--- src/hdl/tkmk_pkg.sv ---
package tkmk_pkg;

    localparam int SAMPLE_BITS = 10;
    localparam int PULSE_W     = 8;
    localparam int REL_W       = 4;
    localparam int CFG_IDX_W   = 2;
    localparam int CFG_DATA_W  = 8;
    localparam int TRACK_SH    = 6;

    localparam int S_TDATA_W = 24;
    localparam int M_TDATA_W = 32;

    localparam logic [CFG_IDX_W-1:0] CFG_DOT_PULSE  = 2'd0;
    localparam logic [CFG_IDX_W-1:0] CFG_DASH_PULSE = 2'd1;
    localparam logic [CFG_IDX_W-1:0] CFG_RELEASE    = 2'd2;

    localparam logic [PULSE_W-1:0] DOT_PULSE_RST  = 8'd24;
    localparam logic [PULSE_W-1:0] DASH_PULSE_RST = 8'd72;
    localparam logic [REL_W-1:0]   RELEASE_RST    = 4'd3;

    typedef enum logic [1:0] {
        MODE_CAL   = 2'd0,
        MODE_IDLE  = 2'd1,
        MODE_PULSE = 2'd2,
        MODE_WAIT  = 2'd3
    } t_mode;

    typedef enum logic [1:0] {
        EV_NONE = 2'd0,
        EV_DOT  = 2'd1,
        EV_DASH = 2'd2
    } t_event;

    // per-tick commands from the control stage to both lanes
    typedef struct packed {
        logic acc;
        logic fin;
        logic track;
    } t_lane_ctrl;

    // led_on sits in the lowest bit
    typedef struct packed {
        logic [SAMPLE_BITS-1:0] dash_reference;
        logic [SAMPLE_BITS-1:0] dot_reference;
        t_mode                  phase;
        t_event                 key_event;
        logic                   led_on;
    } t_result;

    localparam int RESULT_W = $bits(t_result);

endpackage

--- src/hdl/tkmk_lane.sv ---
module tkmk_lane import tkmk_pkg::*; #(
    parameter int CAL_SAMPLES = 32
) (
    input  logic                   i_clk,
    input  logic                   i_rst_n,
    input  logic [SAMPLE_BITS-1:0] i_sample,
    input  t_lane_ctrl             i_ctrl,
    output logic                   o_touched,
    output logic [SAMPLE_BITS-1:0] o_next_base
);

    localparam int CNT_W     = $clog2(CAL_SAMPLES);
    localparam int SUM_W     = SAMPLE_BITS + CNT_W;
    localparam int DIV_SH    = SUM_W + CNT_W;
    localparam int RECIP_W   = SUM_W + 1;
    localparam int PROD_W    = SUM_W + RECIP_W;
    localparam int TRK_W     = SAMPLE_BITS + TRACK_SH + 1;
    localparam longint unsigned RECIP_VAL =
        ((64'd1 << DIV_SH) + 64'(CAL_SAMPLES) - 64'd1) / 64'(CAL_SAMPLES);
    localparam logic [RECIP_W-1:0] RECIP = RECIP_W'(RECIP_VAL);

    logic [SAMPLE_BITS-1:0] r_base, n_base;
    logic [SUM_W-1:0]       r_sum, n_sum;

    logic [SUM_W-1:0]       w_sum_add;
    logic [PROD_W-1:0]      w_prod;
    logic [SAMPLE_BITS-1:0] w_avg;
    logic [TRK_W-1:0]       w_trk;
    logic [SAMPLE_BITS-1:0] w_thr;

    assign w_sum_add = r_sum + SUM_W'(i_sample);
    // floor(sum / CAL_SAMPLES) by reciprocal, exact over the whole sum range
    assign w_prod    = PROD_W'(w_sum_add) * PROD_W'(RECIP);
    assign w_avg     = w_prod[DIV_SH +: SAMPLE_BITS];

    // (63*base + sample) / 64
    assign w_trk = {1'b0, r_base, {TRACK_SH{1'b0}}} - TRK_W'(r_base) + TRK_W'(i_sample);

    assign w_thr     = r_base - (r_base >> 2);
    assign o_touched = (i_sample < w_thr);

    always_comb begin
        n_base = r_base;
        n_sum  = r_sum;
        if (i_ctrl.acc) begin
            n_sum = w_sum_add;
            if (i_ctrl.fin) begin
                n_base = w_avg;
                n_sum  = '0;
            end
        end else if (i_ctrl.track) begin
            n_base = w_trk[TRACK_SH +: SAMPLE_BITS];
        end
    end

    assign o_next_base = n_base;

    always_ff @(posedge i_clk) begin
        if (!i_rst_n) begin
            r_base <= '0;
            r_sum  <= '0;
        end else begin
            r_base <= n_base;
            r_sum  <= n_sum;
        end
    end

endmodule

--- src/hdl/tkmk_out_buf.sv ---
module tkmk_out_buf import tkmk_pkg::*; (
    input  logic    i_clk,
    input  logic    i_rst_n,
    input  logic    i_valid,
    output logic    o_ready,
    input  t_result i_data,
    output logic    o_valid,
    input  logic    i_ready,
    output t_result o_data
);

    logic    r_out_vld;
    logic    r_skid_vld;
    t_result r_out;
    t_result r_skid;

    logic w_in_acc;
    logic w_take;

    assign o_ready  = !r_skid_vld;
    assign w_in_acc = i_valid && o_ready;
    assign w_take   = r_out_vld && i_ready;
    assign o_valid  = r_out_vld;
    assign o_data   = r_out;

    always_ff @(posedge i_clk) begin
        if (!i_rst_n) begin
            r_out_vld  <= 1'b0;
            r_skid_vld <= 1'b0;
        end else if (r_skid_vld) begin
            if (w_take) begin
                r_skid_vld <= 1'b0;
            end
        end else if (w_in_acc) begin
            if (r_out_vld && !w_take) begin
                r_skid_vld <= 1'b1;
            end else begin
                r_out_vld <= 1'b1;
            end
        end else if (w_take) begin
            r_out_vld <= 1'b0;
        end
    end

    always_ff @(posedge i_clk) begin
        if (r_skid_vld) begin
            if (w_take) begin
                r_out <= r_skid;
            end
        end else if (w_in_acc) begin
            if (r_out_vld && !w_take) begin
                r_skid <= i_data;
            end else begin
                r_out <= i_data;
            end
        end
    end

endmodule

--- src/hdl/touch_key_morse_keyer.sv ---
// channel   dir  handshake                     payload
// s_axis    in   s_axis_tvalid/s_axis_tready   dot_sample, dash_sample
// m_axis    out  m_axis_tvalid/m_axis_tready   led_on, key_event, phase, references
// cfg       in   i_cfg_valid/o_cfg_ready       i_cfg_index, i_cfg_data
//
// one item per cycle while s_axis_tready is high; each result is registered
// the mode and both baseline lanes update in the cycle the item is taken
// a two-entry output buffer keeps s_axis_tready high while one result waits
// synchronous active-low reset puts the block back into calibration
module touch_key_morse_keyer import tkmk_pkg::*; #(
    parameter int CAL_SAMPLES = 32
) (
    input  logic                  i_clk,
    input  logic                  i_rst_n,
    input  logic                  s_axis_tvalid,
    output logic                  s_axis_tready,
    // [9:0] dot_sample, [19:10] dash_sample
    input  logic [S_TDATA_W-1:0]  s_axis_tdata,
    output logic                  m_axis_tvalid,
    input  logic                  m_axis_tready,
    // [0] led_on, [2:1] key_event, [4:3] phase, [14:5] dot_reference,
    // [24:15] dash_reference
    output logic [M_TDATA_W-1:0]  m_axis_tdata,
    input  logic                  i_cfg_valid,
    output logic                  o_cfg_ready,
    input  logic [CFG_IDX_W-1:0]  i_cfg_index,
    input  logic [CFG_DATA_W-1:0] i_cfg_data
);

    localparam int CNT_W = (CAL_SAMPLES > 1) ? $clog2(CAL_SAMPLES) : 1;
    localparam logic [CNT_W-1:0] CAL_LAST = CNT_W'(CAL_SAMPLES - 1);

    logic [PULSE_W-1:0] r_dot_len, r_dash_len;
    logic [REL_W-1:0]   r_rel_ticks;

    t_mode              r_mode, n_mode;
    logic [CNT_W-1:0]   r_cal_cnt, n_cal_cnt;
    logic [PULSE_W-1:0] r_tick, n_tick;
    logic [REL_W-1:0]   r_rel, n_rel;

    logic                   w_in_acc;
    logic                   w_buf_ready;
    logic [SAMPLE_BITS-1:0] w_dot_s, w_dash_s;
    logic                   w_dot_t, w_dash_t;
    logic [SAMPLE_BITS-1:0] w_dot_nb, w_dash_nb;
    t_lane_ctrl             w_ctrl;
    logic                   w_led;
    t_event                 w_event;
    logic [PULSE_W-1:0]     w_len;
    logic [PULSE_W-1:0]     w_tick_dec;
    logic [REL_W-1:0]       w_rel_inc;
    t_result                w_res;
    t_result                w_out;

    assign w_dot_s  = s_axis_tdata[SAMPLE_BITS-1:0];
    assign w_dash_s = s_axis_tdata[2*SAMPLE_BITS-1:SAMPLE_BITS];

    assign s_axis_tready = w_buf_ready;
    assign w_in_acc      = s_axis_tvalid && w_buf_ready;

    assign o_cfg_ready = 1'b1;

    always_ff @(posedge i_clk) begin
        if (!i_rst_n) begin
            r_dot_len   <= DOT_PULSE_RST;
            r_dash_len  <= DASH_PULSE_RST;
            r_rel_ticks <= RELEASE_RST;
        end else if (i_cfg_valid) begin
            unique case (i_cfg_index)
                CFG_DOT_PULSE:  r_dot_len   <= i_cfg_data;
                CFG_DASH_PULSE: r_dash_len  <= i_cfg_data;
                CFG_RELEASE:    r_rel_ticks <= i_cfg_data[REL_W-1:0];
                default: ;
            endcase
        end
    end

    tkmk_lane #(.CAL_SAMPLES(CAL_SAMPLES)) u_dot_lane (
        .i_clk       (i_clk),
        .i_rst_n     (i_rst_n),
        .i_sample    (w_dot_s),
        .i_ctrl      (w_ctrl),
        .o_touched   (w_dot_t),
        .o_next_base (w_dot_nb)
    );

    tkmk_lane #(.CAL_SAMPLES(CAL_SAMPLES)) u_dash_lane (
        .i_clk       (i_clk),
        .i_rst_n     (i_rst_n),
        .i_sample    (w_dash_s),
        .i_ctrl      (w_ctrl),
        .o_touched   (w_dash_t),
        .o_next_base (w_dash_nb)
    );

    // outputs of the control stage
    always_comb begin
        w_ctrl  = '0;
        w_led   = 1'b0;
        w_event = EV_NONE;
        w_len   = r_dot_len;
        if (w_in_acc) begin
            unique case (r_mode)
                MODE_CAL: begin
                    w_ctrl.acc = 1'b1;
                    w_ctrl.fin = (r_cal_cnt == CAL_LAST);
                end
                MODE_IDLE: begin
                    priority if (w_dot_t) begin
                        w_led   = 1'b1;
                        w_event = EV_DOT;
                        w_len   = r_dot_len;
                    end else if (w_dash_t) begin
                        w_led   = 1'b1;
                        w_event = EV_DASH;
                        w_len   = r_dash_len;
                    end else begin
                        w_ctrl.track = 1'b1;
                    end
                end
                MODE_PULSE: w_led = 1'b1;
                MODE_WAIT: ;
                default: ;
            endcase
        end
    end

    assign w_tick_dec = (r_tick != '0) ? r_tick - 1'b1 : r_tick;
    assign w_rel_inc  = r_rel + 1'b1;

    // next state
    always_comb begin
        n_mode    = r_mode;
        n_cal_cnt = r_cal_cnt;
        n_tick    = r_tick;
        n_rel     = r_rel;
        if (w_in_acc) begin
            unique case (r_mode)
                MODE_CAL: begin
                    if (r_cal_cnt == CAL_LAST) begin
                        n_cal_cnt = '0;
                        n_mode    = MODE_IDLE;
                    end else begin
                        n_cal_cnt = r_cal_cnt + 1'b1;
                    end
                end
                MODE_IDLE: begin
                    if (w_dot_t || w_dash_t) begin
                        // a length of zero or one ends the pulse on the touch tick
                        if (w_len <= PULSE_W'(1)) begin
                            n_mode = MODE_WAIT;
                            n_rel  = '0;
                        end else begin
                            n_mode = MODE_PULSE;
                            n_tick = w_len - 1'b1;
                        end
                    end
                end
                MODE_PULSE: begin
                    n_tick = w_tick_dec;
                    if (w_tick_dec == '0) begin
                        n_mode = MODE_WAIT;
                        n_rel  = '0;
                    end
                end
                MODE_WAIT: begin
                    if (!w_dot_t && !w_dash_t) begin
                        if (w_rel_inc >= r_rel_ticks) begin
                            n_rel  = '0;
                            n_mode = MODE_IDLE;
                        end else begin
                            n_rel = w_rel_inc;
                        end
                    end else begin
                        n_rel = '0;
                    end
                end
                default: ;
            endcase
        end
    end

    always_ff @(posedge i_clk) begin
        if (!i_rst_n) begin
            r_mode    <= MODE_CAL;
            r_cal_cnt <= '0;
            r_tick    <= '0;
            r_rel     <= '0;
        end else begin
            r_mode    <= n_mode;
            r_cal_cnt <= n_cal_cnt;
            r_tick    <= n_tick;
            r_rel     <= n_rel;
        end
    end

    always_comb begin
        w_res.led_on         = w_led;
        w_res.key_event      = w_event;
        w_res.phase          = n_mode;
        w_res.dot_reference  = w_dot_nb;
        w_res.dash_reference = w_dash_nb;
    end

    tkmk_out_buf u_out_buf (
        .i_clk   (i_clk),
        .i_rst_n (i_rst_n),
        .i_valid (s_axis_tvalid),
        .o_ready (w_buf_ready),
        .i_data  (w_res),
        .o_valid (m_axis_tvalid),
        .i_ready (m_axis_tready),
        .o_data  (w_out)
    );

    assign m_axis_tdata = {{(M_TDATA_W-RESULT_W){1'b0}}, w_out};

endmodule

--- config.mk ---
export PLATFORM = sky130hd
export DESIGN_NAME = touch_key_morse_keyer
export DESIGN_NICKNAME = d
export VERILOG_FILES = /design/src/hdl/tkmk_pkg.sv /design/src/hdl/tkmk_lane.sv /design/src/hdl/tkmk_out_buf.sv /design/src/hdl/touch_key_morse_keyer.sv
export SDC_FILE = /design/constraint.sdc
export NUM_CORES = 1
export LEC_CHECK = 0
export ABC_AREA = 1
export BUFFER_PORTS_ARGS = -buffer_cell sky130_fd_sc_hd__clkbuf_2
export CAP_MARGIN = 20
export CORE_UTILIZATION = 32
export DETAILED_ROUTE_END_ITERATION = 6
export PLACE_DENSITY = 0.47
export SKIP_LAST_GASP = 1
export SYNTH_ARGS = -nofsm -noshare
export SYNTH_HDL_FRONTEND = slang
export SYNTH_SLANG_ARGS = --single-unit
--- constraint.sdc ---
create_clock -name i_clk -period 6.3 [get_ports i_clk]
set_clock_uncertainty 0.2 [all_clocks]
set_input_delay 1.89 -clock i_clk [delete_from_list [all_inputs] [get_ports i_clk]]
set_output_delay 1.89 -clock i_clk [all_outputs]
set_load 0.05 [all_outputs]
==> impl_results.html, run 1 <==
<table>
<tr><th>Metric</th><th>Value</th></tr>
<tr><th colspan="2">Outcome</th></tr>
<tr><td>Outcome</td><td>finished clean</td></tr>
<tr><th colspan="2">Power</th></tr>
<tr><td>Total power per unit cell area</td><td>215.2 nW/um^2</td></tr>
<tr><td>Static leakage power</td><td>5.464 nW</td></tr>
<tr><td>Peak supply drop</td><td>~0.2 mV</td></tr>
<tr><td>Overall power</td><td>between 2 and 2.5 mW</td></tr>
<tr><th colspan="2">Timing</th></tr>
<tr><td>Tmin final</td><td>about 5.3 ns</td></tr>
<tr><td>Max-slew violation count</td><td>0</td></tr>
<tr><td>Aggregate negative setup slack</td><td>0 ns</td></tr>
<tr><td>Number of setup violations in the final report</td><td>0</td></tr>
<tr><td>Worst Tran Pin Value</td><td>roughly 0.92 ns</td></tr>
<tr><td>Maximum operating frequency</td><td>roughly 0.19 GHz</td></tr>
<tr><td>Final Hold Viols</td><td>0</td></tr>
<tr><td>Final critical-path share of the clock period</td><td>a little over four fifths</td></tr>
<tr><td>Setup repair after global routing missed its margin</td><td>false</td></tr>
<tr><td>Rel. slew slack</td><td>approximately two fifths</td></tr>
<tr><th colspan="2">Synthesis</th></tr>
<tr><td>Top post-synthesis cells by count</td><td>314 x nand2_1, 182 x inv_1, 156 x a21oi_1, 106 x ha_1, 91 x dfxtp_1</td></tr>
<tr><td>Post-synthesis average cell area</td><td>7.545 sq um</td></tr>
<tr><td>Number of flip-flops and latches in the synthesized netlist</td><td>141</td></tr>
<tr><td>Number of enable-type register cells in the synthesized netlist</td><td>50</td></tr>
<tr><td>Leading area contributor after synthesis</td><td>dfxtp_1</td></tr>
<tr><td>Most instantiated library cell after synthesis</td><td>nand2_1</td></tr>
<tr><td>Fraction of the yosys area taken by sequential cells</td><td>between 30 and 40%</td></tr>
<tr><td>Largest cells by area after synthesis</td><td>dfxtp_1 18%, edfxtp_1 14%, ha_1 13%</td></tr>
<tr><td>Yosys cell types</td><td>53</td></tr>
<tr><td>Synthesized instance count</td><td>1373</td></tr>
<tr><td>Synthesized area</td><td>roughly 10000 sq um</td></tr>
<tr><td>Dominant register cell in the synthesized netlist</td><td>dfxtp_1</td></tr>
<tr><td>Proportion of netlist area held by the largest area contributor</td><td>between 10% and 20%</td></tr>
<tr><td>Fraction of registers with async set or reset after synthesis</td><td>0%</td></tr>
<tr><td>Total number of yosys warnings</td><td>0</td></tr>
<tr><th colspan="2">Worst hold path</th></tr>
<tr><td>Worst hold path class</td><td>flip-flop to flip-flop</td></tr>
<tr><th colspan="2">Route</th></tr>
<tr><td>Via count normalized by instance count</td><td>about 4.8</td></tr>
<tr><td>Detailed Route WL</td><td>roughly 28000 microns</td></tr>
<tr><td>Number of optimization iterations in the first detailed-route pass</td><td>5</td></tr>
<tr><td>Number of nets with antenna violations after detailed routing</td><td>0</td></tr>
<tr><td>Starting DRT DRC Count</td><td>around 440</td></tr>
<tr><td>DRC viols</td><td>0</td></tr>
<tr><td>Detailed-route via count</td><td>about 9000</td></tr>
<tr><td>Post-detailed-route wirelength per cell</td><td>around 15 microns</td></tr>
<tr><th colspan="2">Clock tree</th></tr>
<tr><td>Insertion delay of the later-clocked pin in the worst-skew pair</td><td>approximately 0.45 ns</td></tr>
<tr><td>Cts bufs inserted</td><td>17</td></tr>
<tr><td>Cts repair resizes</td><td>0</td></tr>
<tr><td>Setup fix buffers added after clock tree synthesis</td><td>0</td></tr>
<tr><td>Quantity of hold-fixing buffers added after cts</td><td>0</td></tr>
<tr><td>Maximum count of clock buffers along a single path</td><td>2</td></tr>
<tr><td>Clk sinks</td><td>141</td></tr>
<tr><td>Clock-pin slew of the registers on the worst-case setup and hold paths</td><td>around 0.07 ns</td></tr>
<tr><td>Clk root buf</td><td>clkbuf_16</td></tr>
<tr><td>Clock tree from TritonCTS</td><td>done</td></tr>
<tr><td>H-Tree Depth</td><td>4</td></tr>
<tr><th colspan="2">Layout</th></tr>
<tr><td>Final std cells w/o fill</td><td>1840</td></tr>
<tr><td>Number of nets in the layout</td><td>around 1600</td></tr>
<tr><td>Share of the core filled with cells</td><td>36.60%</td></tr>
<tr><td>Flip-flop and latch area</td><td>3323 sq um</td></tr>
<tr><td>Proportion of layout cells with a drive suffix above 1</td><td>11.47%</td></tr>
<tr><td>Fill cells</td><td>3407</td></tr>
<tr><td>N_diodes</td><td>0</td></tr>
<tr><td>Signed area change from the synthesized netlist to the final layout</td><td>12.05%</td></tr>
<tr><td>Area used by multi-input combinational logic</td><td>~6000 sq um</td></tr>
<tr><th colspan="2">Floorplan</th></tr>
<tr><td>Initial Utilization</td><td>approximately 33%</td></tr>
<tr><td>Number of placement rows</td><td>65</td></tr>
<tr><td>Placeable core region</td><td>between 30000 and 40000 sq um</td></tr>
<tr><td>Die Footprint</td><td>roughly 33000 sq um</td></tr>
<tr><td>Count of pins on the block boundary</td><td>74</td></tr>
<tr><td>Vert. Die Dim</td><td>between 150 and 200 microns</td></tr>
<tr><td>Chip Width</td><td>about 180 microns</td></tr>
<tr><th colspan="2">Setup path</th></tr>
<tr><td>Worst stage delay on the critical path</td><td>just under 0.4 ns</td></tr>
<tr><td>Arrival time of the worst setup path</td><td>between 5 and 6 ns</td></tr>
<tr><td>CP Class</td><td>flip-flop to flip-flop</td></tr>
<tr><td>Worst EP required</td><td>roughly 6.4 ns</td></tr>
<tr><td>Category of the worst setup path capture point</td><td>flip-flop</td></tr>
<tr><td>CP Buf/Inv Count</td><td>3</td></tr>
<tr><td>Critical path launch point type</td><td>flip-flop</td></tr>
<tr><td>Kind of cell with the highest combined delay on the critical path</td><td>simple AND/OR/NAND/NOR gates</td></tr>
<tr><td>Max stage delay cell, worst path</td><td>dfxtp_1</td></tr>
<tr><td>Critical path fanouts, max</td><td>12</td></tr>
<tr><td>Setup slack on the worst flop-to-flop path</td><td>just under 1 ns</td></tr>
<tr><th colspan="2">Global routing</th></tr>
<tr><td>Via count of the first global-routing pass</td><td>approximately 8400</td></tr>
<tr><td>Pin count of the biggest net entering global routing</td><td>40</td></tr>
<tr><td>Global Route Usage Sum</td><td>between 10% and 20%</td></tr>
<tr><td>Wire length of the first global-routing pass</td><td>about 45000 microns</td></tr>
<tr><td>Remaining global-route overflow</td><td>0</td></tr>
<tr><td>Number of antenna violations at the first check in global routing</td><td>0</td></tr>
<tr><th colspan="2">Place</th></tr>
<tr><td>Count of port buffers added during placement</td><td>61</td></tr>
<tr><td>Total instance count after detailed placement</td><td>about 1800</td></tr>
<tr><td>Estimated wirelength of the detail-placed design</td><td>approximately 21000 microns</td></tr>
<tr><td>Final weighted congestion of routability-driven global placement</td><td>about 0.86</td></tr>
<tr><th colspan="2">Run</th></tr>
<tr><td>Total of max-cap violations</td><td>0</td></tr>
</table>
## path summary, 6_finish.rpt
kind / start / to / cells past startpoint
worst min register to register: r_dash_len[1] / r_dash_len[1] / 2
worst max-delay path: u_dot_lane.r_base[4] / r_tick[5] / 29
worst max register to register: u_dot_lane.r_base[4] / r_tick[5] / 29
worst min-delay path: r_dash_len[1] / r_dash_len[1] / 2
## registers in the layout, indices dropped and copies added (netlist names), 2 cells and up
| signal | count |
|---|---|
| r_cal_cnt | 5 |
| r_dash_len | 8 |
| r_dot_len | 8 |
| r_mode | 2 |
| r_rel | 4 |
| r_rel_ticks | 4 |
| r_tick | 8 |
| u_dash_lane.r_base | 10 |
| u_dash_lane.r_sum | 15 |
| u_dot_lane.r_base | 10 |
| u_dot_lane.r_sum | 15 |
| u_out_buf.o_data | 25 |
| u_out_buf.r_skid | 25 |
## logic make-up after synthesis
| kind of cell | after synthesis | share of synthesized area, % |
|---|---|---|
| xor+xnor | 52 | 4.396 |
| buf+inv | 236 | 9.155 |
| other cells | 2 | 0.07249 |
| flops | 141 | 32.08 |
| simple gates | 513 | 22.42 |
| compound gates | 311 | 16.76 |
| fa+ha+maj | 118 | 15.12 |
## where the power goes
part	switching [mW]	internal, mW
Combinational	0.324	0.145
Clock	0.470	0.558
Sequential	0.0189	0.982
## metrics by stage
step / instance area (sq um) / worst slack [ns] / hold WS, ns
floorplan: 10380 / 1.734 / 0.2292
detailed placement: 11030 / 0.9705 / 0.2521
CTS: 11610 / 0.9323 / 0.2618
global placement: 11030 / 1.001 / 0.2450
global route: 11610 / 0.4916 / 0.2816
finish: 11610 / 0.9867 / 0.2577
## cells in the final DEF (no fill, tap or decap), types with 35 or more instances in the layout
cell,synthesis,routed
a21oi_1,156,156
clkbuf_2,0,61
dfxtp_1,91,91
edfxtp_1,50,50
ha_1,106,106
inv_1,182,181
nand2_1,314,314
nand3_1,52,52
nor2_1,72,71
o21ai_0,69,69
xor2_1,35,35
## worst min-delay path, stage by stage, from the launching register on
cell	delay (ns)
dfxtp_1	0.30
inv_1	0.06
a21oi_1	0.05
## final cells by class
type	instances	area share, %
clock buffers	17	3.665
well taps	402	4.333
flip-flops and latches	141	28.63
multi-input cells	1002	52.66
repair buffers	68	3.083
clock inverters	15	1.326
inverters	195	6.305
## metal layers
metal	vias up	wire, microns	global-route usage, %
met1	4063	14080	23.79
li1	4639	-	-
met2	117	12650	28.75
met4	0	479	5.176
met5	-	0	0
met3	26	892	3.109
Note: power is estimated with default switching activity, not from simulation.
==> inputs of run 2 (changes only) <==
--- a/config.mk
+++ b/config.mk
@@ -5,12 +5,12 @@
 export SDC_FILE = /design/constraint.sdc
 export NUM_CORES = 1
 export LEC_CHECK = 0
-export ABC_AREA = 1
+export ABC_AREA = 0
 export BUFFER_PORTS_ARGS = -buffer_cell sky130_fd_sc_hd__clkbuf_2
 export CAP_MARGIN = 20
 export CORE_UTILIZATION = 32
 export DETAILED_ROUTE_END_ITERATION = 6
-export PLACE_DENSITY = 0.47
+export PLACE_DENSITY = 0.48
 export SKIP_LAST_GASP = 1
 export SYNTH_ARGS = -nofsm -noshare
 export SYNTH_HDL_FRONTEND = slang
==> constraint.sdc (replaced) <==
create_clock -name i_clk -period 4.4 [get_ports i_clk]
set_clock_uncertainty 0.2 [all_clocks]
set_input_delay 1.32 -clock i_clk [delete_from_list [all_inputs] [get_ports i_clk]]
set_output_delay 1.32 -clock i_clk [all_outputs]
set_load 0.05 [all_outputs]
==> run 2 against run 1 <==
Largest power group is now sequential cells. Final cell count is 5.9% lower. Sequential power is 44% higher. Core utilization is 7.5 points higher. The run now ends with setup timing left. Critical endpoint is now r_tick[3]. Combinational power is 62% higher. Critical path depth is 2 lower.
==> impl_results.html, run 2 <==
<table>
<tr><th>Metric</th><th>Value</th></tr>
<tr><th colspan="2">Outcome</th></tr>
<tr><td>Outcome</td><td>finished with violations</td></tr>
<tr><td>Failing checks</td><td>setup timing</td></tr>
<tr><th colspan="2">Route</th></tr>
<tr><td>Post-detailed-route wirelength per cell</td><td>16.36 microns (+7.1%)</td></tr>
<tr><td>Detailed Route WL</td><td>28320 microns (+0.76%)</td></tr>
<tr><td>Number of optimization iterations in the first detailed-route pass</td><td>5 (unchanged)</td></tr>
<tr><td>Via count normalized by instance count</td><td>5.090 (+5.9%)</td></tr>
<tr><td>DRC viols</td><td>0 (unchanged)</td></tr>
<tr><td>Starting DRT DRC Count</td><td>404 (-7.8%)</td></tr>
<tr><td>Number of nets with antenna violations after detailed routing</td><td>0 (unchanged)</td></tr>
<tr><td>Detailed-route via count</td><td>8810 (-0.40%)</td></tr>
<tr><th colspan="2">Timing</th></tr>
<tr><td>Final critical-path share of the clock period</td><td>111.8% (+27 points)</td></tr>
<tr><td>Max-slew violation count</td><td>0 (unchanged)</td></tr>
<tr><td>Worst Tran Pin Value</td><td>0.8212 ns (-0.1027 ns)</td></tr>
<tr><td>Tmin final</td><td>4.920 ns (-0.3935 ns)</td></tr>
<tr><td>Final Hold Viols</td><td>0 (unchanged)</td></tr>
<tr><td>Rel. slew slack</td><td>44.56% (+6.2 points)</td></tr>
<tr><td>Setup repair after global routing missed its margin</td><td>true</td></tr>
<tr><td>Number of setup violations in the final report</td><td>45 (+45)</td></tr>
<tr><td>Maximum operating frequency</td><td>0.2033 GHz (+8.0%)</td></tr>
<tr><td>Final-layout worst hold slack</td><td>0.2654 ns (+0.007696 ns)</td></tr>
<tr><td>Final critical-path setup slack</td><td>-0.5198 ns (-1.506 ns)</td></tr>
<tr><td>Aggregate negative setup slack</td><td>-9.709 ns (-9.709 ns)</td></tr>
<tr><th colspan="2">Synthesis</th></tr>
<tr><td>Fraction of the yosys area taken by sequential cells</td><td>33.60% (+1.5 points)</td></tr>
<tr><td>Number of flip-flops and latches in the synthesized netlist</td><td>141 (unchanged)</td></tr>
<tr><td>Largest cells by area after synthesis</td><td>dfxtp_1 18%, edfxtp_1 15%, ha_1 13%</td></tr>
<tr><td>Leading area contributor after synthesis</td><td>dfxtp_1</td></tr>
<tr><td>Synthesized instance count</td><td>1112 (-19%)</td></tr>
<tr><td>Yosys cell types</td><td>76 (+43%)</td></tr>
<tr><td>Most instantiated library cell after synthesis</td><td>ha_1</td></tr>
<tr><td>Dominant register cell in the synthesized netlist</td><td>dfxtp_1</td></tr>
<tr><td>Post-synthesis average cell area</td><td>8.893 sq um (+18%)</td></tr>
<tr><td>Total number of yosys warnings</td><td>0 (unchanged)</td></tr>
<tr><td>Top post-synthesis cells by count</td><td>106 x ha_1, 98 x nor2_1, 91 x dfxtp_1, 91 x inv_1, 83 x nand2_1</td></tr>
<tr><td>Number of enable-type register cells in the synthesized netlist</td><td>50 (unchanged)</td></tr>
<tr><td>Fraction of registers with async set or reset after synthesis</td><td>0% (unchanged)</td></tr>
<tr><td>Proportion of netlist area held by the largest area contributor</td><td>18.42% (+0.84 points)</td></tr>
<tr><td>Synthesized area</td><td>9889 sq um (-4.5%)</td></tr>
<tr><th colspan="2">Place</th></tr>
<tr><td>Setup WS pre-CTS</td><td>-0.8209 ns (-1.791 ns)</td></tr>
<tr><td>Total placed instance area</td><td>11770 sq um (+6.8%)</td></tr>
<tr><td>Final weighted congestion of routability-driven global placement</td><td>0.8446 (-2.2%)</td></tr>
<tr><td>Estimated wirelength of the detail-placed design</td><td>21170 microns (+0.49%)</td></tr>
<tr><td>Total instance count after detailed placement</td><td>1670 (-7.6%)</td></tr>
<tr><td>Count of port buffers added during placement</td><td>61 (unchanged)</td></tr>
<tr><th colspan="2">Global routing</th></tr>
<tr><td>Via count of the first global-routing pass</td><td>8653 (+2.6%)</td></tr>
<tr><td>Pin count of the biggest net entering global routing</td><td>33 (-18%)</td></tr>
<tr><td>Remaining global-route overflow</td><td>0 (unchanged)</td></tr>
<tr><td>Global Route Usage Sum</td><td>18.57% (+0.91 points)</td></tr>
<tr><td>Wire length of the first global-routing pass</td><td>45310 microns (+0.29%)</td></tr>
<tr><td>Number of antenna violations at the first check in global routing</td><td>0 (unchanged)</td></tr>
<tr><th colspan="2">Setup path</th></tr>
<tr><td>Critical path launch point type</td><td>flip-flop</td></tr>
<tr><td>Max stage delay cell, worst path</td><td>fa_2</td></tr>
<tr><td>Worst stage delay on the critical path</td><td>0.33 ns (-0.06 ns)</td></tr>
<tr><td>Kind of cell with the highest combined delay on the critical path</td><td>compound AO/OA/AOI/OAI gates</td></tr>
<tr><td>CP Buf/Inv Count</td><td>4 (+1)</td></tr>
<tr><td>Critical path origin</td><td>u_dash_lane.r_base[0]</td></tr>
<tr><td>Startpoint of the lowest-slack register-to-register path</td><td>u_dash_lane.r_base[0]</td></tr>
<tr><td>Category of the worst setup path capture point</td><td>flip-flop</td></tr>
<tr><td>CP Class</td><td>flip-flop to flip-flop</td></tr>
<tr><td>Arrival time of the worst setup path</td><td>5.04 ns (-0.41 ns)</td></tr>
<tr><td>Worst EP required</td><td>4.52 ns (-1.92 ns)</td></tr>
<tr><td>Critical path fanouts, max</td><td>5 (-7)</td></tr>
<tr><th colspan="2">Power</th></tr>
<tr><td>Overall power</td><td>3.580 mW (+43%)</td></tr>
<tr><td>Peak supply drop</td><td>0.2260 mV (+13%)</td></tr>
<tr><td>Total power per unit cell area</td><td>270.3 nW/um^2 (+26%)</td></tr>
<tr><td>Static leakage power</td><td>5.749 nW (+5.2%)</td></tr>
<tr><th colspan="2">Worst hold path</th></tr>
<tr><td>Hold Startpoint</td><td>r_cal_cnt[4]</td></tr>
<tr><td>Worst hold path class</td><td>flip-flop to flip-flop</td></tr>
<tr><th colspan="2">Clock tree</th></tr>
<tr><td>Clk root buf</td><td>clkbuf_16</td></tr>
<tr><td>Insertion delay of the later-clocked pin in the worst-skew pair</td><td>0.43 ns (-0.02 ns)</td></tr>
<tr><td>H-Tree Depth</td><td>4 (unchanged)</td></tr>
<tr><td>Clock-pin slew of the registers on the worst-case setup and hold paths</td><td>0.07 ns (about the same)</td></tr>
<tr><td>Clock tree from TritonCTS</td><td>done</td></tr>
<tr><td>Maximum count of clock buffers along a single path</td><td>2 (unchanged)</td></tr>
<tr><td>Clk sinks</td><td>141 (unchanged)</td></tr>
<tr><td>Cts bufs inserted</td><td>17 (unchanged)</td></tr>
<tr><th colspan="2">Floorplan</th></tr>
<tr><td>Initial Utilization</td><td>32.93% (+0.27 points)</td></tr>
<tr><td>Vert. Die Dim</td><td>177.8 microns (-2.3%)</td></tr>
<tr><td>Chip Width</td><td>177.8 microns (-2.3%)</td></tr>
<tr><td>Number of placement rows</td><td>63 (-3.1%)</td></tr>
<tr><td>Die Footprint</td><td>31610 sq um (-4.5%)</td></tr>
<tr><td>Count of pins on the block boundary</td><td>74 (unchanged)</td></tr>
<tr><td>Placeable core region</td><td>30030 sq um (-5.3%)</td></tr>
<tr><th colspan="2">Layout</th></tr>
<tr><td>Final std cells w/o fill</td><td>1731 (-5.9%)</td></tr>
<tr><td>Final design instance area without fill</td><td>13250 sq um (+14%)</td></tr>
<tr><td>Share of the core filled with cells</td><td>44.10% (+7.5 points)</td></tr>
<tr><td>Fill cells</td><td>2946 (-14%)</td></tr>
<tr><td>Top library cells by usage in the layout, fill and taps aside</td><td>148 x buf_4, 100 x ha_1, 90 x nor2_1</td></tr>
<tr><td>Number of nets in the layout</td><td>1485 (-6.1%)</td></tr>
<tr><td>Proportion of layout cells with a drive suffix above 1</td><td>30.50% (+19 points)</td></tr>
<tr><td>N_diodes</td><td>0 (unchanged)</td></tr>
<tr><td>Signed area change from the synthesized netlist to the final layout</td><td>33.93%</td></tr>
<tr><td>Most common cell after layout, fill and taps aside</td><td>buf_4</td></tr>
<tr><th colspan="2">Run</th></tr>
<tr><td>Total of max-cap violations</td><td>0 (unchanged)</td></tr>
</table>
==> run 2: routing by layer <==
layer	GRT usage [%]	vias up	wire, microns
li1	-	4429	-
met1	24.24	4235	13550
met2	31.93	125	13630
met3	2.421	21	802
met4	5.057	0	329
met5	0	-	0
==> run 2: cells by family after synthesis <==
kind of cell	count (synthesis)	synth area share [%]
multiplexers	44	4.681
AND/OR/NAND/NOR	327	15.95
flip-flops	141	33.60
XOR/XNOR	62	5.491
buffers and inverters	139	5.617
adder cells (fa/ha/maj)	118	15.84
AO/OA/AOI/OAI	279	18.74
other	2	0.07594
==> run 2: tightest hold or removal path: cells and delay by family, from the launching register on <==
| kind | cells | cell delay, ns |
|---|---|---|
| AOI/OAI and AO/OA | 1 | 0.05 |
| DFF | 1 | 0.31 |
| and+or+nand+nor | 1 | 0.05 |
==> run 2: area by class of cell <==
type | instances | area (sq um) | area share [%]
multi-input combinational | 838 | 6746 | 50.94
sequential | 141 | 3329 | 25.14
timing repair buffer | 238 | 1787 | 13.49
tap | 390 | 488.0 | 3.684
clock buffer | 19 | 432.9 | 3.268
inverter | 92 | 345.3 | 2.607
clock inverter | 13 | 116.4 | 0.8785
==> run 2: final timing paths <==
check,to,slack [ns],depth (start not counted)
max,r_tick[3],-0.52,27
min,r_cal_cnt[4],0.27,2
max reg2reg,r_tick[3],-0.52,27
min reg2reg,r_cal_cnt[4],0.27,2
==> run 2: power by group <==
part / internal, mW / leakage, nW / switching [mW]
sequential: 1.41 / 1.23 / 0.0346
combinational: 0.305 / 4.25 / 0.454
clock: 0.780 / 0.268 / 0.601
==> run 2: what timing repair did <==
action | 4_1_cts | 5_1_grt
hold buffers | 0 | 0
buffers inserted | 23 | 19
endpoints found under the setup margin | 80 | 81
pin swaps | 44 | 46
resized for setup | 84 | 73
==> inputs of run 3 (changes only) <==
--- a/config.mk
+++ b/config.mk
@@ -11,6 +11,7 @@
 export CORE_UTILIZATION = 32
 export DETAILED_ROUTE_END_ITERATION = 6
 export PLACE_DENSITY = 0.48
+export SETUP_SLACK_MARGIN = 0.4
 export SKIP_LAST_GASP = 1
 export SYNTH_ARGS = -nofsm -noshare
 export SYNTH_HDL_FRONTEND = slang
==> run 3 against run 2 <==
Largest cell class unchanged. Final cell count shrank 0.23%. Register-to-register slack lost 0.15 ns. Global-route usage decreased by 0.063 points. Largest power group unchanged. Cell area is 0.38% lower. The run still ends with setup timing left.
==> impl_results.html, run 3 (synthesized netlist as in run 2, its figures left out) <==
<table>
<tr><th>Metric</th><th>Value</th></tr>
<tr><th colspan="2">Setup path</th></tr>
<tr><td>Category of the worst setup path capture point</td><td>flip-flop</td></tr>
<tr><td>Reg2reg end</td><td>r_tick[3]</td></tr>
<tr><td>Arrival time of the worst setup path</td><td>5.20 ns (+0.16 ns)</td></tr>
<tr><td>Critical path's most frequent cell</td><td>a21oi_2</td></tr>
<tr><td>Setup slack on the worst flop-to-flop path</td><td>-0.67 ns (-0.15 ns)</td></tr>
<tr><td>Max stage delay cell, worst path</td><td>fa_2</td></tr>
<tr><td>Critical path launch point type</td><td>flip-flop</td></tr>
<tr><td>CP Buf/Inv Count</td><td>3 (-1)</td></tr>
<tr><td>Worst stage delay on the critical path</td><td>0.34 ns (about the same)</td></tr>
<tr><td>Number of gates on the worst path with buffers counted</td><td>26 (-3.7%)</td></tr>
<tr><td>CP Class</td><td>flip-flop to flip-flop</td></tr>
<tr><td>Worst EP required</td><td>4.52 ns (about the same)</td></tr>
<tr><td>R2R depth</td><td>26 (-3.7%)</td></tr>
<tr><td>Critical path fanouts, max</td><td>5 (unchanged)</td></tr>
<tr><td>Kind of cell with the highest combined delay on the critical path</td><td>compound AO/OA/AOI/OAI gates</td></tr>
<tr><td>Startpoint of the lowest-slack register-to-register path</td><td>u_dash_lane.r_base[0]</td></tr>
<tr><th colspan="2">Layout</th></tr>
<tr><td>Flip-flop and latch area</td><td>3331 sq um (about the same)</td></tr>
<tr><td>Most common cell after layout, fill and taps aside</td><td>buf_4</td></tr>
<tr><td>Number of nets in the layout</td><td>1481 (-0.27%)</td></tr>
<tr><td>Signed area change from the synthesized netlist to the final layout</td><td>33.43%</td></tr>
<tr><td>Share of the core filled with cells</td><td>43.94% (-0.17 points)</td></tr>
<tr><td>Area used by multi-input combinational logic</td><td>6733 sq um (-0.20%)</td></tr>
<tr><td>Top library cells by usage in the layout, fill and taps aside</td><td>143 x buf_4, 99 x ha_1, 93 x nor2_1</td></tr>
<tr><td>Fill cells</td><td>2960 (+0.48%)</td></tr>
<tr><td>Final design instance area without fill</td><td>13200 sq um (-0.38%)</td></tr>
<tr><td>Proportion of layout cells with a drive suffix above 1</td><td>29.77% (-0.73 points)</td></tr>
<tr><td>N_diodes</td><td>0 (unchanged)</td></tr>
<tr><th colspan="2">Clock tree</th></tr>
<tr><td>Clk sinks</td><td>141 (unchanged)</td></tr>
<tr><td>Insertion delay of the later-clocked pin in the worst-skew pair</td><td>0.43 ns (about the same)</td></tr>
<tr><td>Cts bufs inserted</td><td>17 (unchanged)</td></tr>
<tr><td>Quantity of hold-fixing buffers added after cts</td><td>0 (unchanged)</td></tr>
<tr><td>Maximum count of clock buffers along a single path</td><td>2 (unchanged)</td></tr>
<tr><td>H-Tree Depth</td><td>4 (unchanged)</td></tr>
<tr><td>Clock tree from TritonCTS</td><td>done</td></tr>
<tr><td>Clock-pin slew of the registers on the worst-case setup and hold paths</td><td>0.07 ns (about the same)</td></tr>
<tr><td>Clk root buf</td><td>clkbuf_16</td></tr>
<tr><th colspan="2">Power</th></tr>
<tr><td>Peak supply drop</td><td>0.2532 mV (+12%)</td></tr>
<tr><td>Relative contribution of sequential cells to total power</td><td>39.8% (-0.4 points)</td></tr>
<tr><td>Static leakage power</td><td>5.747 nW (about the same)</td></tr>
<tr><td>Internal power consumption</td><td>2.467 mW (-0.97%)</td></tr>
<tr><td>Total net switching power</td><td>1.153 mW (+5.8%)</td></tr>
<tr><td>Fraction of power spent switching nets</td><td>31.85% (+1.4 points)</td></tr>
<tr><td>Total power per unit cell area</td><td>274.3 nW/um^2 (+1.5%)</td></tr>
<tr><td>Clock share of power</td><td>39.4% (+0.8 points)</td></tr>
<tr><td>Comb pwr share</td><td>20.8% (-0.4 points)</td></tr>
<tr><th colspan="2">Worst hold path</th></tr>
<tr><td>Capture endpoint of the worst hold path</td><td>r_cal_cnt[4]</td></tr>
<tr><td>Hold path cells</td><td>2 (unchanged)</td></tr>
<tr><td>Worst hold path class</td><td>flip-flop to flip-flop</td></tr>
<tr><td>Hold Startpoint</td><td>r_cal_cnt[4]</td></tr>
<tr><th colspan="2">Floorplan</th></tr>
<tr><td>Count of pins on the block boundary</td><td>74 (unchanged)</td></tr>
<tr><td>Vert. Die Dim</td><td>177.8 microns (unchanged)</td></tr>
<tr><td>Number of placement rows</td><td>63 (unchanged)</td></tr>
<tr><td>Placeable core region</td><td>30030 sq um (unchanged)</td></tr>
<tr><td>Die Footprint</td><td>31610 sq um (unchanged)</td></tr>
<tr><td>Chip Width</td><td>177.8 microns (unchanged)</td></tr>
<tr><td>Initial Utilization</td><td>32.93% (unchanged)</td></tr>
<tr><th colspan="2">Timing</th></tr>
<tr><td>Tmin final</td><td>5.073 ns (+0.1534 ns)</td></tr>
<tr><td>Final Hold Viols</td><td>0 (unchanged)</td></tr>
<tr><td>Rel. slew slack</td><td>45.30% (+0.74 points)</td></tr>
<tr><td>Final critical-path setup slack</td><td>-0.6732 ns (-0.1534 ns)</td></tr>
<tr><td>Maximum operating frequency</td><td>0.1971 GHz (-3.0%)</td></tr>
<tr><td>Final-layout worst hold slack</td><td>0.2714 ns (+0.006015 ns)</td></tr>
<tr><td>Worst Tran Pin Value</td><td>0.8103 ns (-0.01094 ns)</td></tr>
<tr><td>Setup repair after global routing missed its margin</td><td>true</td></tr>
<tr><td>Number of setup violations in the final report</td><td>82 (+82%)</td></tr>
<tr><td>Max-slew violation count</td><td>0 (unchanged)</td></tr>
<tr><td>Final critical-path share of the clock period</td><td>115.3% (+3.5 points)</td></tr>
<tr><th colspan="2">Global routing</th></tr>
<tr><td>Pin count of the biggest net entering global routing</td><td>39 (+18%)</td></tr>
<tr><td>Number of antenna violations at the first check in global routing</td><td>0 (unchanged)</td></tr>
<tr><td>Global Route Usage Sum</td><td>18.51% (-0.063 points)</td></tr>
<tr><td>Wire length of the first global-routing pass</td><td>45130 microns (-0.41%)</td></tr>
<tr><td>Via count of the first global-routing pass</td><td>8502 (-1.7%)</td></tr>
<tr><td>Remaining global-route overflow</td><td>0 (unchanged)</td></tr>
<tr><th colspan="2">Place</th></tr>
<tr><td>Final weighted congestion of routability-driven global placement</td><td>0.8578 (+1.6%)</td></tr>
<tr><td>Count of port buffers added during placement</td><td>61 (unchanged)</td></tr>
<tr><td>Total placed instance area</td><td>11790 sq um (+0.16%)</td></tr>
<tr><td>Estimated wirelength of the detail-placed design</td><td>20810 microns (-1.7%)</td></tr>
<tr><th colspan="2">Route</th></tr>
<tr><td>DRC viols</td><td>0 (unchanged)</td></tr>
<tr><td>Detailed-route via count</td><td>8718 (-1.0%)</td></tr>
<tr><td>Number of optimization iterations in the first detailed-route pass</td><td>5 (unchanged)</td></tr>
<tr><td>Starting DRT DRC Count</td><td>381 (-5.7%)</td></tr>
<tr><td>Detailed Route WL</td><td>27930 microns (-1.4%)</td></tr>
<tr><td>Number of nets with antenna violations after detailed routing</td><td>0 (unchanged)</td></tr>
<tr><td>Post-detailed-route wirelength per cell</td><td>16.17 microns (-1.1%)</td></tr>
<tr><td>Via count normalized by instance count</td><td>5.048 (-0.82%)</td></tr>
<tr><th colspan="2">Run</th></tr>
<tr><td>Total of max-cap violations</td><td>0 (unchanged)</td></tr>
<tr><th colspan="2">Outcome</th></tr>
<tr><td>Outcome</td><td>finished with violations</td></tr>
<tr><td>Failing checks</td><td>setup timing</td></tr>
</table>
[run 3: worst max-delay path by stage]
stage                                      from  slack, ns   endpoint
after floorplan           u_dash_lane.r_base[0]      -0.47  r_tick[1]
after global placement    u_dash_lane.r_base[0]      -0.75  r_tick[1]
after detailed placement  u_dash_lane.r_base[0]      -0.84  r_tick[1]
after CTS                 u_dash_lane.r_base[0]      -0.60  r_tick[3]
after global routing      u_dash_lane.r_base[0]      -0.90  r_tick[3]
final                     u_dash_lane.r_base[0]      -0.67  r_tick[3]
[run 3: metal layers]
layer | global-route usage, % | routed length (microns) | share of wire, % | vias to the layer above
li1 | - | - | - | 4433
met5 | 0 | 0 | 0 | -
met1 | 24.97 | 13750 | 49 | 4143
met4 | 5.306 | 464 | 1.7 | 0
met2 | 30.37 | 13060 | 47 | 117
met3 | 2.849 | 652 | 2.3 | 25
[run 3: timing repair]
item                                    CTS  global route
resized for setup                       108            17
cloned                                    1             0
endpoints found under the setup margin   82            83
pin swaps                                33            20
buffers inserted                         27             6
[run 3: power groups by stage]
stage               registers (mW)  logic (mW)  clock network, mW
floorplan                     1.52       0.449                  0
CTS                           1.44       0.752               1.48
finish                        1.44       0.754               1.43
global route                  1.45       0.833               1.52
global placement              1.47       0.712                  0
detailed placement            1.47       0.717                  0
[run 3: final cells by class]
cell class	count	area share (%)
inverters	92	2.617
clock buffers	17	3.224
repair buffers	233	13.09
multi-input cells	839	51.02
flip-flops and latches	141	25.24
well taps	390	3.698
clock inverters	15	1.109
[run 3: stage by stage]
stage | worst slack (ns) | std cells | total power [mW] | TNS (ns)
final | -0.6732 | 1727 | 3.620 | -37.23
after global routing | -0.8975 | 1727 | 3.799 | -55.10
after CTS | -0.5972 | 1721 | 3.669 | -27.56
after detailed placement | -0.8449 | 1661 | 2.185 | -26.53
after global placement | -0.7477 | 1661 | 2.178 | -22.08
after floorplan | -0.4653 | 1118 | 1.973 | -4.500
[run 3: tightest hold or removal path: stages (launching register included)]
cell and delay [ns]:
dfxtp_1 0.31, nand2_1 0.06, a21oi_1 0.06
